[src/design/assert_macros.svh]
// ============================================================================
// Assertion macros
// Shared concurrent assertion forms, clocked on clk and disabled in reset.
// ============================================================================
`ifndef ASSERT_MACROS_SVH
`define ASSERT_MACROS_SVH

// Consequent checked in the same cycle as the antecedent.
`define C3RC_ASSERT_SAME(label, ante, cons, msg) \
    label: assert property (@(posedge clk) disable iff (!rst_n) (ante) |-> (cons)) \
        else $error(msg);

// Consequent checked in the cycle after the antecedent.
`define C3RC_ASSERT_NEXT(label, ante, cons, msg) \
    label: assert property (@(posedge clk) disable iff (!rst_n) (ante) |=> (cons)) \
        else $error(msg);

`endif

[src/design/c3rc_pkg.sv]
// ============================================================================
// c3rc_pkg
// Constants and types of the 3x3 replicate-edge convolution block.
// ============================================================================
`default_nettype none

package c3rc_pkg;

    localparam int MAX_WIDTH  = 1024;
    localparam int MAX_HEIGHT = 1024;
    localparam int KSIZE      = 3;
    localparam int NTAPS      = KSIZE * KSIZE;

    localparam int PIX_W      = 8;
    localparam int COEF_W     = 8;
    localparam int DIM_W      = 11;
    localparam int KROW_W     = KSIZE * COEF_W;
    localparam int COL_W      = $clog2(MAX_WIDTH);
    localparam int LINE_W     = 2 * PIX_W;
    localparam int WIN_IDX_W  = $clog2(NTAPS);

    localparam int PROD_W     = PIX_W + COEF_W + 1;
    localparam int ROW_SUM_W  = PROD_W + 1;
    localparam int SUM_W      = ROW_SUM_W + 2;
    localparam int PIX_MAX    = 255;

    localparam int FIFO_DEPTH = 8;
    localparam int FIFO_AW    = $clog2(FIFO_DEPTH);
    localparam int CNT_W      = $clog2(FIFO_DEPTH + 1);

    localparam int REG_IDX_W  = 3;
    localparam int ADDR_W     = REG_IDX_W + 2;
    localparam int DATA_W     = 32;

    localparam logic [REG_IDX_W-1:0] REG_WIDTH  = 3'd0;
    localparam logic [REG_IDX_W-1:0] REG_HEIGHT = 3'd1;
    localparam logic [REG_IDX_W-1:0] REG_KTOP   = 3'd2;
    localparam logic [REG_IDX_W-1:0] REG_KMID   = 3'd3;
    localparam logic [REG_IDX_W-1:0] REG_KBOT   = 3'd4;

    localparam logic [DIM_W-1:0]  WIDTH_RESET  = 11'd1024;
    localparam logic [DIM_W-1:0]  HEIGHT_RESET = 11'd1024;
    localparam logic [KROW_W-1:0] KROW_RESET   = 24'd65791;

    // Window position selected for a tap: oldest, middle, newest row/column.
    typedef logic [1:0] sel_t;
    localparam sel_t SEL_FAR  = 2'd0;
    localparam sel_t SEL_MID  = 2'd1;
    localparam sel_t SEL_NEAR = 2'd2;

    typedef logic [NTAPS-1:0][PIX_W-1:0]  tap_vec_t;
    typedef logic [KSIZE-1:0][KROW_W-1:0] kernel_t;

    typedef struct packed {
        logic valid;
        logic row_end;
        logic frame_end;
    } tag_t;

    typedef struct packed {
        logic [PIX_W-1:0] pixel_out;
        logic             row_end;
        logic             frame_end;
    } out_item_t;

endpackage

`default_nettype wire

[src/design/c3rc_mac.sv]
// ============================================================================
// c3rc_mac
// Nine-tap multiply, row sums, total and clamp to 0..255; three stages.
// ============================================================================
`default_nettype none

module c3rc_mac (
    input  logic               clk,
    input  logic               rst_n,
    input  c3rc_pkg::tag_t     in_tag,
    input  c3rc_pkg::tap_vec_t in_taps,
    input  c3rc_pkg::kernel_t  kernel,
    output c3rc_pkg::tag_t     out_tag,
    output logic [c3rc_pkg::PIX_W-1:0] out_pixel
);
    import c3rc_pkg::*;

    logic signed [PROD_W-1:0]    prod_next [NTAPS];
    logic signed [PROD_W-1:0]    prod_reg  [NTAPS];
    logic signed [ROW_SUM_W-1:0] row_next  [KSIZE];
    logic signed [ROW_SUM_W-1:0] row_reg   [KSIZE];
    logic signed [SUM_W-1:0]     total;
    logic [PIX_W-1:0]            pixel_next;
    tag_t                        tag_a_reg;
    tag_t                        tag_b_reg;

    always_comb
    begin
        for (int i = 0; i < KSIZE; i++)
        begin
            for (int j = 0; j < KSIZE; j++)
            begin
                prod_next[i*KSIZE+j] =
                    PROD_W'(signed'({1'b0, in_taps[i*KSIZE+j]})) *
                    PROD_W'(signed'(kernel[i][j*COEF_W +: COEF_W]));
            end
        end
    end

    always_comb
    begin
        for (int i = 0; i < KSIZE; i++)
        begin
            row_next[i] = ROW_SUM_W'(prod_reg[i*KSIZE])
                        + ROW_SUM_W'(prod_reg[i*KSIZE+1])
                        + ROW_SUM_W'(prod_reg[i*KSIZE+2]);
        end
    end

    always_comb
    begin
        total = SUM_W'(row_reg[0]) + SUM_W'(row_reg[1]) + SUM_W'(row_reg[2]);
        if (total[SUM_W-1])
        begin
            pixel_next = '0;
        end
        else if (total > SUM_W'(PIX_MAX))
        begin
            pixel_next = PIX_W'(PIX_MAX);
        end
        else
        begin
            pixel_next = total[PIX_W-1:0];
        end
    end

    always_ff @(posedge clk or negedge rst_n)
    begin
        if (!rst_n)
        begin
            tag_a_reg <= '0;
            tag_b_reg <= '0;
            out_tag   <= '0;
        end
        else
        begin
            tag_a_reg <= in_tag;
            tag_b_reg <= tag_a_reg;
            out_tag   <= tag_b_reg;
        end
    end

    always_ff @(posedge clk)
    begin
        prod_reg  <= prod_next;
        row_reg   <= row_next;
        out_pixel <= pixel_next;
    end

endmodule

`default_nettype wire

[config.mk]
export PLATFORM = sky130hd
export DESIGN_NAME = c3rc_mac
export DESIGN_NICKNAME = d
export VERILOG_FILES = /design/src/design/assert_macros.svh /design/src/design/c3rc_pkg.sv /design/src/design/c3rc_mac.sv
export SDC_FILE = /design/constraint.sdc
export NUM_CORES = 2
export LEC_CHECK = 0
export ABC_AREA = 1
export BUFFER_PORTS_ARGS = -buffer_cell sky130_fd_sc_hd__buf_2
export CORE_MARGIN = 8
export CORE_UTILIZATION = 30
export CTS_CLUSTER_SIZE = 20
export DETAILED_ROUTE_END_ITERATION = 6
export PLACE_DENSITY = 0.45
export SETUP_SLACK_MARGIN = 0.05
export SLEW_MARGIN = 20
export SYNTH_ARGS = -nofsm -noshare
export SYNTH_HDL_FRONTEND = slang
export SYNTH_SLANG_ARGS = --single-unit
[constraint.sdc]
create_clock -name clk -period 2.7 [get_ports clk]
set_input_delay 0.405 -clock clk [delete_from_list [all_inputs] [get_ports clk]]
set_output_delay 0.405 -clock clk [all_outputs]
set_load 0.1 [all_outputs]
After elaboration in Yosys (flattened, before gate mapping)
Cells that the tools add are included.
- bits in writable memories: 0
- register bits: 224
- memory bits (read-only): 0
- output and inout bits: 11
- bits of input ports: 149
- latch bits: 0
- memories kept: 0
- logic and storage cells: 41
- bitwise operators: 0
- multipliers: 9
- $add $sub $neg: 8
- equality and inequality tests: 0
- muxes and demuxes: 1
- shift-type cells: 0
- reduce and logical (&&, ||, !) cells: 0
- div/mod/pow operators: 0
- order comparisons: 1
- operator list (kind ; count):
    9-bit by 8-bit multiplier with 17-bit output ; 9
    17-bit by 17-bit adder with 18-bit output ; 3
    18-bit by 17-bit adder with 18-bit output ; 3
    19-bit by 18-bit adder with 20-bit output ; 1
    20-bit by 9-bit greater-than comparator with 1-bit output (second input constant) ; 1
    18-bit by 18-bit adder with 19-bit output ; 1
    8-bit two-way mux ; 1

Depth between registers and ports, before layout
- depth after elaboration: 4
- gate-level depth with buffers: 20
- gate-level depth less buffers: 19

Worst setup path before layout
OpenSTA, ideal clock, no wires.
- kind: input port to flip-flop
- from: input port kernel[31] (netlist bit)
- to: register prod_reg[100] (netlist bit)
- setup time: 0.123 ns
- stages on the path: 17
- required time: 2.577 ns
- arrival time: 4.048 ns
- path slack: -1.471 ns
- path through: clkinv_1 or2_2 fa_1 fa_1 inv_1 fa_1 inv_1 fa_1 inv_1 ha_1 a21oi_1 o21ai_0 a21oi_1 o21ai_0 a21oi_1 o21bai_1 xor2_1
- RTL lines (element ; line ; RTL):
    from (decl) ; c3rc_mac.sv:12 ; input c3rc_pkg::kernel_t kernel,
    to (signal assigned) ; c3rc_mac.sv:85 ; prod_reg <= prod_next;
    to (decl) ; c3rc_mac.sv:19 ; logic signed [PROD_W-1:0] prod_reg [NTAPS];

==> metrics <==
status complete, but fails checks; failing checks negative setup slack; row count approximately 120; max FFs per register between 150 and 200; Final Cycle Share 129.7%; Mapped Avg Cell Area about 8.2 um2; Slew @ Worst Pin between 0.5 and 0.6 ns; Port Buffer Count 159; fill cell count approximately 10000; r2r setup slk -0.01 ns; sequential share of the synthesized area between 10% and 20%; R2R cell count 18; Die Y around 330 um; Die X between 300 and 400 um; Async S/R FF share, synth about 4%; share of cells above drive strength 1 a little over a third; Arrival @ worst endpoint 3.95 ns; CTS tree yes; first-pass GRT wire length ~130 mm; Layout Nets roughly 5300; power per cell area 1295 nW/um2; Post-Place Cells 5455; RSZ-0062 raised after global routing true; Core ar. 97990 um2; Inserted Diodes 0; cells after synthesis about 3600; post-synth top area cell fa_1; critical path peak fanout 5; cell with the most instances after synthesis inv_1; final setup vio count between 100 and 150; Final Critical Period 3.501 ns; initial antenna violation count 3; final design utilization between 40 and 50%; area share of the leading cell type in the synthesized netlist 27.53%; Placer Congestion around 0.8; total grt overflow 0; syn_nets ~4600; routed via count 23736; H-tree levels 1; # IOs 160; multi-input logic area approximately 24000 um2; layout overhead on the synthesized area 42.29%; Sink Count 224; Synth area leaders fa_1, ha_1, dfxtp_1, inv_1, nand2_1; aggregate global-route resource usage between 10 and 15%; Routed WL per cell ~13 um; r2r endpoint out_pixel[2]; Num CTS Buffers 27; Syn Std Cell Area 29520 um2; f_max 0.2856 GHz; Critical Path RT 3.15 ns; initial cell density of the core 30.13%; Peak supply drop around 0.00077 V; Synth Register Bits about 220; Worst Min Path Start kernel[8]; HPWL reported at the end of detailed placement between 60 and 70 mm; routed vias/inst between 4 and 5; placed instance area about 37000 um2; largest net degree at the start of global routing 14; vias in the first global route approximately 25000; Slew Viols, Final 0; number of flops mapped to enable cells by yosys 0; CP Launch Type input port; setup ws final -0.8014 ns; WHS Endpoint prod_reg[119]; DIE AREA between 100000 and 150000 um2; DRT antenna net count 0; synth warn 0; Hold Crit Class input port to register; worst hold path stage count 4; post-route cell area 42010 um2; drc violations 0; register area ~4500 um2; Crit Path Class input port to register; Root Buffer Master clkbuf_16; post-place setup slack -1.506 ns; Sum Neg Setup Slack -54.98 ns; Worst R2R Start row_reg[37]; library cells used by synthesis 40; Synth Flop Type dfxtp_1; Lkg Pwr 22.76 nW; initial DRC count approximately 700; non-filler cells, final 5617; final clock skew between 0.015 and 0.02 ns; Bufs on Longest Clock Path 3; crit end category register; Clock Latency Late Sink between 0.5 and 0.6 ns; Fin. Hold Viols 0; Post-synth top cells inv_1, nand2_1, ha_1, fa_1, dfxtp_1; Final Routed Wirelength about 74 mm; headroom to the max-slew limit about 63%; drt pass-1 iters 5; Worst-path clk slew ~0.060 ns; max_cap viols 0
## critical path: stages
cell and delay (ns):
buf_8 0.09, inv_8 0.04, or2_4 0.22, fa_1 0.47, inv_1 0.05, fa_1 0.47
fa_1 0.53, inv_1 0.05, fa_1 0.49, inv_2 0.05, ha_4 0.25, buf_12 0.13
buf_6 0.11, nand2_4 0.06, inv_4 0.04, nand4_1 0.11, o2111ai_2 0.13, xor2_2 0.27
## where the power goes
part	total [mW]	internal (mW)	switching, mW
clock	3.86	2.44	1.42
combinational	44.2	21.0	23.2
sequential	6.35	5.21	1.14
total	54.4	28.7	25.7
## worst max-delay path by stage
stage,startpoint,end,depth (start not counted)
after floorplan,in_taps[26],prod_reg[100],17
after global placement,kernel[15],prod_reg[133],16
after detailed placement,kernel[39],prod_reg[82],16
after CTS,kernel[71],prod_reg[16],18
after global routing,in_taps[67],prod_reg[16],19
final,kernel[63],prod_reg[33],18
## cells in the final DEF (no fill, tap or decap), drive strengths merged, types with 2 or more instances in the layout
cell type    instances
inv                965
buf                808
nand2              741
ha                 453
fa                 406
dfxtp              215
a21oi              156
xor2               111
nor2                85
o21ai               67
nand3               59
xnor2               50
or2                 42
clkbuf              39
nand4               24
a31oi               20
o221ai              14
o2111ai             11
nor3                10
dfrtp                9
o21bai               8
a21o                 5
bufinv               5
a21boi               5
clkinv               5
dlygate4sd3          4
nand3b               4
clkinvlp             2
o211ai               2
a211oi               2
o31ai                2
## metrics by stage
step / hold slack (ns) / power, mW
2_1_floorplan: 0.1094 / 31.61
3_3_place_gp: 0.2594 / 43.98
3_5_place_dp: 0.2646 / 43.91
4_1_cts: 0.1957 / 51.85
5_1_grt: 0.2134 / 60.34
6_report: 0.2280 / 54.40
## routing by layer
metal	part of all wire [%]	GRT usage (%)
met1	48	19.33
met2	48	24.05
met3	2.5	1.729
met4	1.0	1.498
met5	0.046	0
## cell type report
type	instances	share of cell area [%]
multi-input cells	2278	56.97
repair buffers	814	17.28
flip-flops and latches	224	10.82
inverters	967	8.850
well taps	1287	3.834
clock buffers	37	1.817
clock inverters	10	0.4349
## logic make-up (layout without fill, tap and decap cells)
kind of cell	after synthesis	in the layout	share of synthesized area, %
and+or+nand+nor	965	965	13.45
adders and majority gates	859	859	46.73
buffers and inverters	1102	1828	14.01
DFF	224	224	15.34
AOI/OAI and AO/OA	293	293	5.688
xor gates and xnor gates	161	161	4.777
## timing repair
action,in CTS,in global routing
hold endpoints to repair,12,0
setup endpoints to repair,120,129
buffers inserted,87,62
gates resized for setup,626,325
pin swaps,233,162
hold buffers,4,0
gates cloned,0,0
Power figures use the tool's default switching activity.
